<file path="config.mk">
export PLATFORM = sky130hd
export DESIGN_NAME = short_window_repeat_decoder_core
export DESIGN_NICKNAME = d
export VERILOG_FILES = /design/src/rtl/swrd_pkg.sv /design/src/rtl/short_window_repeat_decoder_core.sv
export SDC_FILE = /design/constraint.sdc
export NUM_CORES = 1
export LEC_CHECK = 0
export BUFFER_PORTS_ARGS = -buffer_cell sky130_fd_sc_hd__buf_2
export CAP_MARGIN = 20
export CORE_ASPECT_RATIO = 2
export CORE_MARGIN = 5
export CORE_UTILIZATION = 40
export DETAILED_ROUTE_END_ITERATION = 6
export GPL_TIMING_DRIVEN = 0
export PLACE_DENSITY = 0.63
export RECOVER_POWER = 100
export SLEW_MARGIN = 5
export SYNTH_ARGS = -nofsm -noshare
export SYNTH_HDL_FRONTEND = slang
export SYNTH_SLANG_ARGS = --single-unit
export TNS_END_PERCENT = 100
</file>
<file path="constraint.sdc">
create_clock -name i_clk -period 7.2 [get_ports i_clk]
set_input_delay 1.08 -clock i_clk [delete_from_list [all_inputs] [get_ports i_clk]]
set_output_delay 1.08 -clock i_clk [all_outputs]
set_load 0.02 [all_outputs]
</file>
<file path="src/rtl/swrd_pkg.sv">
`timescale 1ns / 1ps
// shared types and constants for the short window repeat decoder
package swrd_pkg;

    // history window geometry
    localparam int C_WINDOW  = 32;
    localparam int C_PTR_W   = $clog2(C_WINDOW);
    localparam int C_FILL_W  = C_PTR_W + 1;

    // code byte that announces a literal
    localparam logic [7:0] C_ESCAPE = 8'hFF;

    // sequencer states
    typedef enum logic {
        ST_IDLE,
        ST_COPY
    } t_state;

endpackage

</file>
<file path="src/rtl/short_window_repeat_decoder_core.sv">
`timescale 1ns / 1ps
// short window repeat decoder: 32-byte history, escape literals and back copies
//
// Takes one compressed byte per input transfer and gives decoded bytes, one per
// output transfer. An escape byte gives no byte (or one error byte at chunk
// end); a literal gives one byte. A copy code of N bytes (1 to 8) first reads the
// history memory, then gives one byte per cycle while the output is not stalled,
// each read of the history memory (one write and one read port) overlapping the
// emit of the byte before it.
// A new input is taken only once the current one has put out all of its bytes.
// The history is not swept on reset or chunk end: a fill count marks which bytes
// are valid, and bytes beyond it read as zero.
module short_window_repeat_decoder_core
    import swrd_pkg::*;
(
    input  logic       i_clk,
    input  logic       i_rst_n,
    // compressed input
    input  logic       i_in_valid,
    output logic       o_in_ready,
    input  logic [7:0] i_code_byte,
    input  logic       i_chunk_end,
    // decoded output
    output logic       o_out_valid,
    input  logic       i_out_ready,
    output logic [7:0] o_out_byte,
    output logic       o_run_last,
    output logic       o_chunk_last,
    output logic       o_trunc_error
);

    // control state
    t_state                r_state, n_state;
    logic [C_PTR_W-1:0]    r_wp, n_wp;
    logic [C_FILL_W-1:0]   r_fill, n_fill;
    logic                  r_esc, n_esc;
    logic [C_FILL_W-1:0]   r_dist, n_dist;
    logic [2:0]            r_left, n_left;
    logic [2:0]            r_step, n_step;
    logic                  r_last, n_last;

    // output register
    logic                  r_out_valid;
    logic [7:0]            r_out_byte;
    logic                  r_run_last;
    logic                  r_chunk_last;
    logic                  r_trunc_error;

    // history memory and recent bytes of the running copy
    logic [7:0]            r_mem [C_WINDOW];
    logic [7:0]            r_rdata;
    logic [7:0]            r_recent [8];

    logic                  w_accept;
    logic                  w_out_free;
    logic [2:0]            w_tap;
    logic [7:0]            w_copy_byte;
    logic [C_PTR_W-1:0]    w_raddr;
    logic                  w_load;
    logic [7:0]            w_ld_byte;
    logic                  w_ld_run;
    logic                  w_ld_chunk;
    logic                  w_ld_err;
    logic                  w_we;
    logic [7:0]            w_wbyte;

    assign w_out_free = !r_out_valid || i_out_ready;
    assign o_in_ready = (r_state == ST_IDLE) && w_out_free;
    assign w_accept   = i_in_valid && o_in_ready;

    // copy byte: zero before chunk start, from this copy when it overlaps, else memory
    assign w_tap = 3'(r_dist[2:0] - 3'd1);
    always_comb begin
        if (r_dist > r_fill) begin
            w_copy_byte = 8'd0;
        end else if (r_dist <= {{(C_FILL_W-3){1'b0}}, r_step}) begin
            w_copy_byte = r_recent[w_tap];
        end else begin
            w_copy_byte = r_rdata;
        end
    end

    // sequencer next state
    always_comb begin
        n_state    = r_state;
        n_wp       = r_wp;
        n_fill     = r_fill;
        n_esc      = r_esc;
        n_dist     = r_dist;
        n_left     = r_left;
        n_step     = r_step;
        n_last     = r_last;
        w_load     = 1'b0;
        w_ld_byte  = 8'd0;
        w_ld_run   = 1'b0;
        w_ld_chunk = 1'b0;
        w_ld_err   = 1'b0;
        w_we       = 1'b0;
        w_wbyte    = 8'd0;
        unique case (r_state)
            ST_IDLE: begin
                if (w_accept) begin
                    if (r_esc) begin
                        // literal after escape
                        n_esc      = 1'b0;
                        w_load     = 1'b1;
                        w_ld_byte  = i_code_byte;
                        w_ld_run   = 1'b1;
                        w_ld_chunk = i_chunk_end;
                        w_we       = 1'b1;
                        w_wbyte    = i_code_byte;
                        n_wp       = C_PTR_W'(r_wp + 1'b1);
                        if (r_fill != C_FILL_W'(C_WINDOW)) begin
                            n_fill = C_FILL_W'(r_fill + 1'b1);
                        end
                        if (i_chunk_end) begin
                            n_wp   = '0;
                            n_fill = '0;
                        end
                    end else if (i_code_byte == C_ESCAPE) begin
                        if (i_chunk_end) begin
                            // escape with no literal left in the chunk
                            w_load     = 1'b1;
                            w_ld_run   = 1'b1;
                            w_ld_chunk = 1'b1;
                            w_ld_err   = 1'b1;
                            n_wp       = '0;
                            n_fill     = '0;
                        end else begin
                            n_esc = 1'b1;
                        end
                    end else begin
                        // start a back copy
                        n_state = ST_COPY;
                        n_dist  = C_FILL_W'(C_WINDOW) - {1'b0, i_code_byte[7:3]};
                        n_left  = i_code_byte[2:0];
                        n_step  = 3'd0;
                        n_last  = i_chunk_end;
                    end
                end
            end
            ST_COPY: begin
                if (w_out_free) begin
                    w_load     = 1'b1;
                    w_ld_byte  = w_copy_byte;
                    w_ld_run   = (r_left == 3'd0);
                    w_ld_chunk = (r_left == 3'd0) && r_last;
                    w_we       = 1'b1;
                    w_wbyte    = w_copy_byte;
                    n_wp       = C_PTR_W'(r_wp + 1'b1);
                    if (r_fill != C_FILL_W'(C_WINDOW)) begin
                        n_fill = C_FILL_W'(r_fill + 1'b1);
                    end
                    if (r_left == 3'd0) begin
                        n_state = ST_IDLE;
                        if (r_last) begin
                            n_wp   = '0;
                            n_fill = '0;
                        end
                    end else begin
                        n_left = 3'(r_left - 3'd1);
                        n_step = 3'(r_step + 3'd1);
                    end
                end
            end
            default: begin
                n_state = ST_IDLE;
            end
        endcase
    end

    // read address for the next copy byte, registered into r_rdata
    assign w_raddr = C_PTR_W'(n_wp - n_dist[C_PTR_W-1:0]);

    // control registers
    always_ff @(posedge i_clk) begin
        if (!i_rst_n) begin
            r_state <= ST_IDLE;
            r_wp    <= '0;
            r_fill  <= '0;
            r_esc   <= 1'b0;
            r_dist  <= '0;
            r_left  <= '0;
            r_step  <= '0;
            r_last  <= 1'b0;
        end else begin
            r_state <= n_state;
            r_wp    <= n_wp;
            r_fill  <= n_fill;
            r_esc   <= n_esc;
            r_dist  <= n_dist;
            r_left  <= n_left;
            r_step  <= n_step;
            r_last  <= n_last;
        end
    end

    // history memory, registered read
    always_ff @(posedge i_clk) begin
        if (w_we) begin
            r_mem[r_wp] <= w_wbyte;
        end
        r_rdata <= r_mem[w_raddr];
    end

    // recent decoded bytes, newest at index zero
    always_ff @(posedge i_clk) begin
        if (w_we) begin
            r_recent[0] <= w_wbyte;
            for (int k = 1; k < 8; k++) begin
                r_recent[k] <= r_recent[k-1];
            end
        end
    end

    // output register
    always_ff @(posedge i_clk) begin
        if (!i_rst_n) begin
            r_out_valid <= 1'b0;
        end else if (w_load) begin
            r_out_valid <= 1'b1;
        end else if (i_out_ready) begin
            r_out_valid <= 1'b0;
        end
    end

    always_ff @(posedge i_clk) begin
        if (w_load) begin
            r_out_byte    <= w_ld_byte;
            r_run_last    <= w_ld_run;
            r_chunk_last  <= w_ld_chunk;
            r_trunc_error <= w_ld_err;
        end
    end

    assign o_out_valid   = r_out_valid;
    assign o_out_byte    = r_out_byte;
    assign o_run_last    = r_run_last;
    assign o_chunk_last  = r_chunk_last;
    assign o_trunc_error = r_trunc_error;

    // fill count never passes the window
    a_fill_bound: assert property (@(posedge i_clk) disable iff (!i_rst_n)
        r_fill <= C_FILL_W'(C_WINDOW))
        else $error("history fill beyond window");

    // write pointer tracks fill until the window is full
    a_wp_fill: assert property (@(posedge i_clk) disable iff (!i_rst_n)
        (r_fill < C_FILL_W'(C_WINDOW)) |-> (r_wp == r_fill[C_PTR_W-1:0]))
        else $error("write pointer out of step with fill");

    // copy distance stays within the window
    a_dist_range: assert property (@(posedge i_clk) disable iff (!i_rst_n)
        (r_state == ST_COPY) |-> (r_dist != '0 && r_dist <= C_FILL_W'(C_WINDOW)))
        else $error("copy distance out of range");

    // chunk end returns the history to empty
    a_chunk_reset: assert property (@(posedge i_clk) disable iff (!i_rst_n)
        (w_load && w_ld_chunk) |=> (r_fill == '0 && r_wp == '0 && !r_esc))
        else $error("state not cleared after chunk end");

endmodule
</file>
==> summary.txt <==
Outcome
  • Status: finished with violations
  • Failing checks: max-capacitance violations, max-slew violations

Placement
  • Port buffer count: 25
  • Inst Count DP: 1310
  • Routability cong.: 0.853
  • HPWL after DPL: 22.5 mm
  • Post-place setup slack: 0.777 ns
  • Area after DPL: 16000 µm²

STA
  • Hold Slack: 0.446 ns
  • Minimum clock period: 5.84 ns
  • Final hold vios: 0
  • Unrepaired setup endpoints after global routing: no
  • FMAX: 171 MHz
  • Measured slew at the worst slew-check pin: 1.96 ns
  • Fin worst setup slack: 1.36 ns
  • Worst slew margin: -0.322
  • Clock Skews: 0.0247 ns
  • Final setup vio count: 0
  • Tcrit/Tclk final: 0.811
  • Max-slew violation count: 151

Pwr
  • Peak supply drop: 169 µV
  • Pwr/cell area: 317 nW/µm²
  • Leak: 5.53 nW

Clocking
  • Post_cts resized: 0
  • Clk_lat worst skew: 0.58 ns
  • Clk sinks: 366
  • CTS Buf Count: 30
  • Clock-pin slew on the worst setup and hold paths: 0.07 ns
  • Clk buf depth: 3
  • Hold Buf Count CTS: 0
  • Clock Tree Root: clkbuf_16
  • H-tree Lvls: 1
  • Postcts setup bufs: 0
  • TritonCTS clock tree: yes

Global routing
  • Initial antenna violation count: 0
  • Pin count of the biggest net entering global routing: 35
  • Total grt overflow: 0
  • GRT Util Overall: 0.154
  • Vias in the first global route: 8002
  • First-pass GRT wire length: 48.9 mm

Logic synthesis
  • Post-synth top area cell: edfxtp_1
  • Avg Inst Size Synth: 18.3 µm²
  • Gate Count Post-Synth: 818
  • Register bit total from synthesis: 366
  • Net count after synthesis: 856
  • Seq/Total Area, Yosys: 0.709
  • Count leader, synth: edfxtp_1
  • Synthesized area: 15000 µm²
  • Main flop type after synthesis: edfxtp_1
  • Yosys top cell area share: 0.662
  • Most instantiated cells after synthesis: 331 x edfxtp_1, 80 x mux4_2, 61 x mux2i_1
  • Area contributors post-synth: edfxtp_1 66%, mux4_2 12%, dfxtp_1 4.7%, mux2i_1 4.1%, ha_1 2.0%
  • Yosys cell types: 53
  • Async set-reset flop share out of synthesis: 0
  • Post-synth EDFFs: 331
  • Synth warn: 0

Final layout
  • Fin nets: 921
  • Non-Filler Instances: 1366
  • Area Growth Syn to Fin: 11.7%
  • Share of cells above drive strength 1: 0.186
  • Design Area, Final: 16800 µm²
  • Number of diodes: 0

Worst hold path
  • Worst min path class: reg2reg

Critical path
  • Crit path required time: 7.66 ns
  • FF-to-FF path depth: 15
  • CP Capture Type: flop
  • Worst EP arrival: 6.30 ns
  • Startpoint Class: input pin
  • Worst reg2reg path startpoint: r_state$_SDFF_PN0_
  • Worst setup path class: in2reg
  • CP max FO: 16
  • Setup crit end: r_rdata[7]$_DFF_P_
  • R2R Setup Slk: 1.42 ns
  • CP startpoint: i_out_ready
  • Critical R2R Capture: r_rdata[7]$_DFF_P_

Detailed routing
  • Final WL: 31.9 mm
  • Vias/cell: 5.41
  • ANT nets after route: 0
  • First-pass DRT Iterations: 4
  • WL met3: 960 µm
  • DRC errors left: 0
  • WL met2: 18.3 mm
  • Via Count: 7392
  • Top sig layer: met4
  • Initial DRC count: 440
  • Met1 wire length: 11.0 mm
  • Drt wl/cell: 23.4 µm

Floorplanning
  • Die X: 147 µm
  • IO Pins: 26
  • Num rows: 100
  • Core box area: 37200 µm²
  • Die area: 41700 µm²
  • Die height: 284 µm
  • Starting Density: 0.404

Run
  • Max Cap Viol: 7
[critical path, cell delays in order]
cell and delay, ns:
clkbuf_1 0.08, nand2b_1 0.24, and2_1 0.18, clkbuf_1 0.17
a21oi_1 0.42, inv_1 0.50, o21ai_0 0.50, inv_1 0.12
fa_1 0.55, clkbuf_1 0.64, clkbuf_1 0.57, mux4_2 0.39
mux2i_1 0.30, mux2i_1 0.22, mux2_2 0.31
[state kept, by name, indices dropped and copies added, names as in the netlist, 3 cells and up]
register / count
o_out_byte: 8
r_dist: 6
r_fill: 6
r_left: 3
r_mem: 256
r_rdata: 8
r_recent: 64
r_step: 3
r_wp: 5
[metal layers]
| layer | global-route usage | vias up |
|---|---|---|
| met3 | 0.0158 | 67 |
| met1 | 0.159 | 3794 |
| met5 | 0 | - |
| li1 | - | 3379 |
| met2 | 0.302 | 152 |
| met4 | 0.0772 | 0 |
[cells in the final DEF, fill, tap and decap left out, drive strengths merged, types with 2 or more instances in the layout]
master and n:
edfxtp 331, mux4 80, clkbuf 75, mux2i 61
nor2 51, dfxtp 35, nand2 34, inv 29
ha 24, buf 23, o21ai 17, clkinv 17
mux2 16, nor2b 13, a21oi 13, xnor2 9
nand3 9, a21boi 6, nand4 6, and2 6
nor3 4, nand2b 3, o31ai 3, a21o 3
o211ai 3, xor2 3, nand3b 3, o22ai 2
a22oi 2, or3b 2, a41oi 2, nor3b 2
clkinvlp 2, bufinv 2
[worst min path at each step]
stage | startpoint | end | depth (start not counted)
after global routing | r_recent[1][1]$_DFFE_PP_ | r_recent[2][1]$_DFFE_PP_ | 0
final | r_recent[3][0]$_DFFE_PP_ | r_recent[4][0]$_DFFE_PP_ | 0
after CTS | r_recent[2][6]$_DFFE_PP_ | r_recent[3][6]$_DFFE_PP_ | 0
after floorplan | r_recent[1][0]$_DFFE_PP_ | r_recent[2][0]$_DFFE_PP_ | 0
after global placement | r_recent[4][2]$_DFFE_PP_ | r_recent[5][2]$_DFFE_PP_ | 0
after detailed placement | r_recent[2][6]$_DFFE_PP_ | r_recent[3][6]$_DFFE_PP_ | 0
[area by class of cell]
class | count | area (µm²)
fillers | 3143 | 20400
flip-flops and latches | 366 | 10600
multi-input cells | 393 | 4150
clock buffers | 34 | 766
well taps | 459 | 574
repair buffers | 33 | 220
clock inverters | 22 | 180
plain buffers | 31 | 125
inverters | 28 | 105
[report_power, final]
| group | internal, W | switching (W) | total, W |
|---|---|---|---|
| Clock | 0.000843 | 0.000745 | 0.00159 |
| Sequential | 0.00245 | 0.0000313 | 0.00248 |
| Combinational | 0.000536 | 0.000705 | 0.00124 |
| Total | 0.00383 | 0.00148 | 0.00531 |
[metrics by stage]
step / power (W) / utilization / TNS, ns
finish: 0.00531 / 0.451 / 0
floorplan: 0.00337 / - / 0
global route: 0.00553 / 0.451 / 0
global placement: 0.00376 / 0.423 / -236.22
CTS: 0.00541 / 0.455 / 0
detailed placement: 0.00381 / 0.430 / 0
[kinds of logic (layout without fill, tap and decap cells)]
logic type               count (synthesis)  after routing  synth area share
multiplexers                           157            157             0.173
buffers and inverters                   59            148            0.0157
AND/OR/NAND/NOR                        137            137            0.0434
XOR/XNOR                                13             13           0.00859
flip-flops                             366            366             0.709
adder cells (fa/ha/maj)                 25             25            0.0213
AO/OA/AOI/OAI                           61             61            0.0291
Note: power is estimated with default switching activity, not from simulation.
